===== src/sv/voxel_face_culling_mesher_defines.svh =====
// Assertion macros for the voxel face culling mesher.
`ifndef VOXEL_FACE_CULLING_MESHER_DEFINES_SVH
`define VOXEL_FACE_CULLING_MESHER_DEFINES_SVH

`ifndef SYNTHESIS

// Same-cycle implication, disabled while reset is low.
`define VFCM_ASSERT_IMP(name, clk, rstn, ante, cons, msg) \
    name: assert property (@(posedge clk) disable iff (!rstn) (ante) |-> (cons)) \
        else $error(msg);

// Next-cycle implication, disabled while reset is low.
`define VFCM_ASSERT_NXT(name, clk, rstn, ante, cons, msg) \
    name: assert property (@(posedge clk) disable iff (!rstn) (ante) |=> (cons)) \
        else $error(msg);

`else

`define VFCM_ASSERT_IMP(name, clk, rstn, ante, cons, msg)

`define VFCM_ASSERT_NXT(name, clk, rstn, ante, cons, msg)

`endif

`endif


===== src/sv/vfcm_pkg.sv =====
// Shared types and constants of the voxel face culling mesher.
`timescale 1ns / 1ps

package vfcm_pkg;

    // Field widths
    localparam int COORD_W  = 4;
    localparam int NB_W     = COORD_W + 1;
    localparam int CODE_W   = 8;
    localparam int KIND_W   = 2;
    localparam int DIR_W    = 3;
    localparam int TILE_F_W = 4;
    localparam int COUNT_W  = 15;
    localparam int VERT_W   = COUNT_W + 2;
    localparam int NUM_DIRS = 6;
    localparam int CFG_IDX_W = 1;

    // Item kinds
    localparam logic [KIND_W-1:0] KIND_WRITE = 2'd0;
    localparam logic [KIND_W-1:0] KIND_BEGIN = 2'd1;
    localparam logic [KIND_W-1:0] KIND_MESH  = 2'd2;

    // Face directions, in the order they are tried
    localparam logic [DIR_W-1:0] DIR_TOP    = 3'd0;
    localparam logic [DIR_W-1:0] DIR_BOTTOM = 3'd1;
    localparam logic [DIR_W-1:0] DIR_LEFT   = 3'd2;
    localparam logic [DIR_W-1:0] DIR_RIGHT  = 3'd3;
    localparam logic [DIR_W-1:0] DIR_FRONT  = 3'd4;
    localparam logic [DIR_W-1:0] DIR_BACK   = 3'd5;

    // Configuration register indexes and reset values
    localparam logic [CFG_IDX_W-1:0] CFG_AIR_CODE   = 1'd0;
    localparam logic [CFG_IDX_W-1:0] CFG_GRASS_CODE = 1'd1;
    localparam logic [CODE_W-1:0]    AIR_CODE_RESET   = 8'd0;
    localparam logic [CODE_W-1:0]    GRASS_CODE_RESET = 8'd1;

    // Grass atlas tiles
    localparam logic [CODE_W-1:0] TILE_GRASS_TOP    = 8'd0;
    localparam logic [CODE_W-1:0] TILE_GRASS_BOTTOM = 8'd2;
    localparam logic [CODE_W-1:0] TILE_GRASS_SIDE   = 8'd15;

    // Fraction bits of the reciprocal used for the tile row
    localparam int RECIP_SH = 16;

    typedef struct packed {
        logic             clear;
        logic             load_item;
        logic             count_clear;
        logic             write;
        logic             rd_nb;
        logic [DIR_W-1:0] rd_dir;
        logic             load_type;
        logic             capture;
        logic [DIR_W-1:0] cap_dir;
        logic             emit;
    } vfcm_cmd_t;

    typedef struct packed {
        logic clear_last;
        logic center_in;
        logic center_air;
        logic mask_empty;
        logic last_sel;
    } vfcm_status_t;

endpackage


===== src/sv/vfcm_ctrl.sv =====
// Controller of the mesher: sequences store clear, writes, neighbor reads and face output.
`timescale 1ns / 1ps

module vfcm_ctrl (
    input  logic                           aclk,
    input  logic                           aresetn,
    input  logic                           s_valid,
    output logic                           s_ready,
    input  logic [vfcm_pkg::KIND_W-1:0]    s_kind,
    output logic                           m_valid,
    input  logic                           m_ready,
    output vfcm_pkg::vfcm_cmd_t            cmd,
    input  vfcm_pkg::vfcm_status_t         status
);
    import vfcm_pkg::*;

    typedef enum logic [2:0] {
        ST_CLEAR,
        ST_IDLE,
        ST_WRITE,
        ST_READ_CENTER,
        ST_CHECK_TYPE,
        ST_NEIGHBOR,
        ST_EMIT
    } state_t;

    state_t           state_reg, state_next;
    logic [DIR_W-1:0] dir_reg, dir_next;
    logic             m_valid_reg, m_valid_next;
    logic             out_free;

    assign out_free = !m_valid_reg || m_ready;

    // Next state and commands
    always_comb begin
        state_next   = state_reg;
        dir_next     = dir_reg;
        m_valid_next = m_valid_reg;
        cmd          = '0;
        // drop the face once its transfer completes
        if (m_ready) begin
            m_valid_next = 1'b0;
        end
        case (state_reg)
            ST_CLEAR: begin
                cmd.clear = 1'b1;
                if (status.clear_last) begin
                    state_next = ST_IDLE;
                end
            end
            ST_IDLE: begin
                if (s_valid) begin
                    cmd.load_item = 1'b1;
                    case (s_kind)
                        KIND_WRITE: state_next = ST_WRITE;
                        KIND_BEGIN: cmd.count_clear = 1'b1;
                        KIND_MESH:  state_next = ST_READ_CENTER;
                        default: ;
                    endcase
                end
            end
            ST_WRITE: begin
                cmd.write  = 1'b1;
                state_next = ST_IDLE;
            end
            ST_READ_CENTER: begin
                // the store reads the center address unless another access is asked for
                if (status.center_in) begin
                    state_next = ST_CHECK_TYPE;
                end else begin
                    state_next = ST_IDLE;
                end
            end
            ST_CHECK_TYPE: begin
                cmd.load_type = 1'b1;
                if (status.center_air) begin
                    state_next = ST_IDLE;
                end else begin
                    cmd.rd_nb  = 1'b1;
                    cmd.rd_dir = DIR_TOP;
                    dir_next   = DIR_TOP;
                    state_next = ST_NEIGHBOR;
                end
            end
            ST_NEIGHBOR: begin
                cmd.capture = 1'b1;
                cmd.cap_dir = dir_reg;
                if (dir_reg == DIR_BACK) begin
                    state_next = ST_EMIT;
                end else begin
                    cmd.rd_nb  = 1'b1;
                    cmd.rd_dir = dir_reg + DIR_W'(1);
                    dir_next   = dir_reg + DIR_W'(1);
                end
            end
            ST_EMIT: begin
                if (status.mask_empty) begin
                    state_next = ST_IDLE;
                end else if (out_free) begin
                    cmd.emit     = 1'b1;
                    m_valid_next = 1'b1;
                    if (status.last_sel) begin
                        state_next = ST_IDLE;
                    end
                end
            end
            default: state_next = ST_IDLE;
        endcase
    end

    // Hold state and registered outputs
    always_ff @(posedge aclk) begin
        if (!aresetn) begin
            state_reg   <= ST_CLEAR;
            dir_reg     <= DIR_TOP;
            m_valid_reg <= 1'b0;
        end else begin
            state_reg   <= state_next;
            dir_reg     <= dir_next;
            m_valid_reg <= m_valid_next;
        end
    end

    assign s_ready = (state_reg == ST_IDLE);
    assign m_valid = m_valid_reg;

endmodule


===== config.mk =====
export PLATFORM = sky130hd
export DESIGN_NAME = vfcm_ctrl
export DESIGN_NICKNAME = d
export VERILOG_FILES = /design/src/sv/voxel_face_culling_mesher_defines.svh /design/src/sv/vfcm_pkg.sv /design/src/sv/vfcm_ctrl.sv
export SDC_FILE = /design/constraint.sdc
export NUM_CORES = 1
export LEC_CHECK = 0
export BUFFER_PORTS_ARGS = -buffer_cell sky130_fd_sc_hd__buf_2
export CAP_MARGIN = 20
export CORE_MARGIN = 3
export CORE_UTILIZATION = 39
export CTS_CLUSTER_DIAMETER = 50
export CTS_CLUSTER_SIZE = 25
export DETAILED_ROUTE_END_ITERATION = 12
export GPL_TIMING_DRIVEN = 1
export PLACE_DENSITY = 0.79
export SYNTH_ARGS = -nofsm -noshare
export SYNTH_HDL_FRONTEND = slang
export SYNTH_SLANG_ARGS = --single-unit

===== constraint.sdc =====
create_clock -name aclk -period 1.2 [get_ports aclk]
set_input_delay 0.06 -clock aclk [delete_from_list [all_inputs] [get_ports aclk]]
set_output_delay 0.06 -clock aclk [all_outputs]
set_load 0.02 [all_outputs]

==> results of run 1 <==
what timing repair did:
action                                  CTS
pin swaps                                10
endpoints found under the hold margin     0
endpoints found under the setup margin   21
resized for setup                        40
buffers inserted                         11
cell usage after synthesis, types with 2 or more instances:
| cell type | count |
|---|---|
| dfxtp_1 | 7 |
| nor2_1 | 9 |
| ha_1 | 2 |
| inv_1 | 3 |
| and2_1 | 2 |
| nor3b_1 | 2 |
| nor3_1 | 5 |
| and2_2 | 2 |
| mux2i_1 | 2 |
| nand2_1 | 3 |
| nor2b_1 | 4 |
| o21ai_0 | 2 |
| a21oi_1 | 5 |
kinds of logic after synthesis:
group / after synthesis
multiplexers: 2
buffers and inverters: 6
AND/OR/NAND/NOR: 35
adder cells (fa/ha/maj): 2
flip-flops: 7
AO/OA/AOI/OAI: 14
stage by stage:
step | TNS, ns | std cells | worst slack, ns | util
after floorplan | -0.503 | 66 | -0.150 | -
after global placement | -0.384 | 118 | -0.0637 | 0.689
after detailed placement | -0.546 | 118 | -0.0995 | 0.689
after CTS | -2.38 | 132 | -0.266 | 0.890
==> metrics.csv, run 1 <==
metric,value,unit
status,did not finish,
Failed at,5_1_grt,
Err,[ERROR DPL-0033] detailed placement checks failed during check placement.,
post-synthesis mux area share,0.0375,
synth top area cells,"dfxtp_1, nor2_1, a21oi_1",
"Distinct cells, synth",31,
Synth top area share,0.262,
largest family of logic cells by synthesized area,simple AND/OR/NAND/NOR gates,
FP Rows,12,
# IOs,27,
port bufs,26,
initial antenna violation count,0,
CTS H-tree depth,1,
"Cell Area, Synth",534,µm²
post-synthesis sequential area ratio,0.262,
dominant synthesized flop cell,dfxtp_1,
largest net degree at the start of global routing,9,
HPWL after DPL,1130,µm
cts bufs inserted,3,
synthesis warning total,0,
Post-Synth Simple-Gate Area,0.400,
Initial Utilization,0.450,
Synth Area per Inst,8.09,µm²
post-synthesis net count,79,
Post-Synth Adder-Cell Area,0.0468,
Die Wd,43.0,µm
clock tree buffer depth,2,
"area leader, netlist",dfxtp_1,
placed cell area,817,µm²
Post-synth EDFFs,0,
hold bufs inserted after CTS,0,
"flops & latches, synth",7,
Worst EP kind,top-level output,
GP Congestion,0.782,
root buf cell,clkbuf_4,
synthesized instance count,66,
Die H,43.0,µm
Async SR Flop Fraction,0,
Synth Area in Compound Gates,0.194,
xor/xnor share of the synthesized area,0,
worst setup endpoint GRT,cmd[11],
Clock Sinks,7,
==> run 2, diff against run 1 <==
--- a/config.mk
+++ b/config.mk
@@ -7,13 +7,11 @@
 export LEC_CHECK = 0
 export BUFFER_PORTS_ARGS = -buffer_cell sky130_fd_sc_hd__buf_2
 export CAP_MARGIN = 20
-export CORE_MARGIN = 3
-export CORE_UTILIZATION = 39
-export CTS_CLUSTER_DIAMETER = 50
-export CTS_CLUSTER_SIZE = 25
+export CORE_AREA = 3 3 64 66
 export DETAILED_ROUTE_END_ITERATION = 12
+export DIE_AREA = 0 0 67 69
 export GPL_TIMING_DRIVEN = 1
-export PLACE_DENSITY = 0.79
+export PLACE_DENSITY_LB_ADDON = 0.15
 export SYNTH_ARGS = -nofsm -noshare
 export SYNTH_HDL_FRONTEND = slang
 export SYNTH_SLANG_ARGS = --single-unit
==> constraint.sdc (replaced) <==
create_clock -name aclk -period 1.6 [get_ports aclk]
set_input_delay 0.08 -clock aclk [delete_from_list [all_inputs] [get_ports aclk]]
set_output_delay 0.08 -clock aclk [all_outputs]
set_load 0.02 [all_outputs]
==> metrics.csv, run 2 <==
metric,value,unit,change
layout cells sized above 1,0.505,,
Layout Cells excl Fill,143,,
Max VDD drop,0.000246,V,
worst path cell trace,"or2_4, nor2_2, and2_1, and3b_1, buf_4",,
reg2reg end,state_reg[2],,
synth top area cells,"dfxtp_1, nor2_1, a21oi_1",,unchanged
WHS,0.161,ns,
slowest CP cell,dfxtp_4,,
Synth top area share,0.262,,unchanged
Min-Delay Path Class,in -> reg,,
Final Hold Viols,0,,
crit path kind,reg -> out,,
clock tree buffer depth,2,,unchanged
CTS tree,done,,
FP Rows,22,,was 12
Worst R2R Path Depth,5,,
FF+latch area,146,µm²,
post-synthesis sequential area ratio,0.262,,unchanged
Clock Sinks,7,,unchanged
vias per cell,3.80,,
GRT Overall Usage,0.0684,,
port bufs,26,,unchanged
HPWL after DPL,1210,µm,was 1130 µm
CTS H-tree depth,1,,unchanged
first-pass GRT wire length,2410,µm,
Die Wd,67,µm,was 43.0 µm
fin nets,109,,
vias in the first global route,522,,
DRC viols,0,,
"flops & latches, synth",7,,unchanged
RSZ-0062 raised after global routing,true,,
# IOs,27,,unchanged
CP max stage delay,0.37,ns,
WL met3,120,µm,
hold bufs inserted after CTS,0,,unchanged
Pins Over Slew Limit,0,,
met2 routed WL,674,µm,
CP endpoint kind,output port,,
Post-synth top cells,"nor2_1, dfxtp_1, a21oi_1, nor3_1, nor2b_1",,unchanged
worst slew pin tran,0.294,ns,
synthesis warning total,0,,unchanged
WL met1,724,µm,
fillers,423,,
Final setup viols,0,,
post-synthesis net count,79,,unchanged
Die H,69,µm,was 43.0 µm
Async SR Flop Fraction,0,,unchanged
cts bufs inserted,3,,unchanged
GP Congestion,0.700,,was 0.782
Worst-Skew Late Latency,0.23,ns,
"count leader, synth",nor2_1,,unchanged
Initial DRC Count,14,,
"Distinct cells, synth",31,,unchanged
via count,544,,
GRT overflow,0,,
Max Cap Viol,0,,
total wire length,1540,µm,
dominant synthesized flop cell,dfxtp_1,,unchanged
worst path arrival time,1.43,ns,
pwr dens,635,nW/µm²,
"Setup Fix Bufs, Post-CTS",0,,was 11
Layout area overhead,49.6,%,
multi-input logic area,390,µm²,
root buf cell,clkbuf_8,,was clkbuf_4
worst setup path end,cmd[11],,
Synth Area per Inst,8.09,µm²,unchanged
cell count after placement,139,,was 118
leak pwr,0.360,nW,
post-route ant nets,0,,
largest net degree at the start of global routing,11,,
"area leader, netlist",dfxtp_1,,unchanged
die area,4620,µm²,
"commonest non-fill, non-tap cells in the layout","buf_2, nor2_1, a21oi_1, nor2b_1, dfxtp_1",,
Worst Path Required,1.52,ns,
crit path time final,1.51,ns,
Worst-path clk slew,0.04,ns,
status,finished clean,,was did not finish
synthesized instance count,66,,unchanged
crit-path max FO,10,,
DR top layer,met4,,
Worst R2R Setup Slack,0.16,ns,
fin crit share,0.943,,
First-pass DRT Iterations,4,,
"Cell Area, Synth",534,µm²,unchanged
initial antenna violation count,0,,
Max-slew headroom,0.802,,
Fin Clk Skew,0.00500,ns,
Initial Utilization,0.147,,was 0.450
routed length per instance,10.7,µm,
Post-synth EDFFs,0,,unchanged
Fmax,0.663,GHz,
ant diodes,0,,
origin of the critical flop-to-flop path,dir_reg[0],,
"most common cell after layout, fill and taps aside",buf_2,,
crit start category,flip-flop,,
core region area,3630,µm²,
Setup crit start,state_reg[2],,
[run 2: cell counts after synthesis]
Identical to the previous run, type by type.
[run 2: critical path, delay by kind of cell, from the launching register on]
family	cells	cell delay, ns
simple gates	4	0.69
flops	1	0.37
buf+inv	1	0.13
[run 2: report_power, final]
group          switching, W  leakage, nW  internal [W]
Sequential       0.00000806       0.0582      0.000178
Combinational     0.0000356        0.279     0.0000340
Clock             0.0000801       0.0228      0.000173
Total              0.000124        0.360      0.000384
[run 2: logic make-up after synthesis]
kind of cell | synth area share
AO/OA/AOI/OAI | 0.194
buffers and inverters | 0.0585
multiplexers | 0.0375
adder cells (fa/ha/maj) | 0.0468
flip-flops | 0.262
AND/OR/NAND/NOR | 0.400
[run 2: cell type report]
cell class                      instances  share of cell area
Tap cell                               48              0.0751
Clock buffer                            4              0.0563
Timing Repair Buffer                   27               0.178
Sequential cell                         7               0.183
Inverter                                4              0.0188
Multi-Input combinational cell         53               0.488
[run 2: worst min-delay path by stage]
stage,slack (ns),depth (start not counted),end,start
CTS,0.16,2,state_reg[1],aresetn
detailed placement,0.41,3,m_valid,m_ready
global route,0.15,2,state_reg[1],aresetn
floorplan,0.20,1,state_reg[1],aresetn
global placement,0.41,2,state_reg[1],aresetn
finish,0.16,2,state_reg[1],aresetn
[run 2: timing repair]
item | 4_1_cts | 5_1_grt
endpoints found under the hold margin | 0 | 0
resized for setup | 3 | 8
endpoints found under the setup margin | 1 | 6
[run 2: per-layer routing]
metal	vias up	track usage
met5	-	0
met4	0	0.0270
met3	2	0.0391
met2	14	0.102
met1	239	0.0796
li1	289	-
[run 2: through the flow]
stage / utilization / setup slack, ns / power (W) / cell area [µm²] / setup TNS (ns)
final: 0.220 / 0.0912 / 0.000508 / 800 / 0
after global routing: 0.220 / -0.00997 / 0.000544 / 800 / -0.00997
after detailed placement: 0.198 / 0.178 / 0.000259 / 718 / 0
after CTS: 0.213 / 0.00982 / 0.000521 / 774 / 0
after global placement: 0.198 / 0.107 / 0.000259 / 718 / 0
after floorplan: - / 0.0345 / 0.000231 / 537 / 0
No activity file was read; power rests on OpenSTA's default activity.
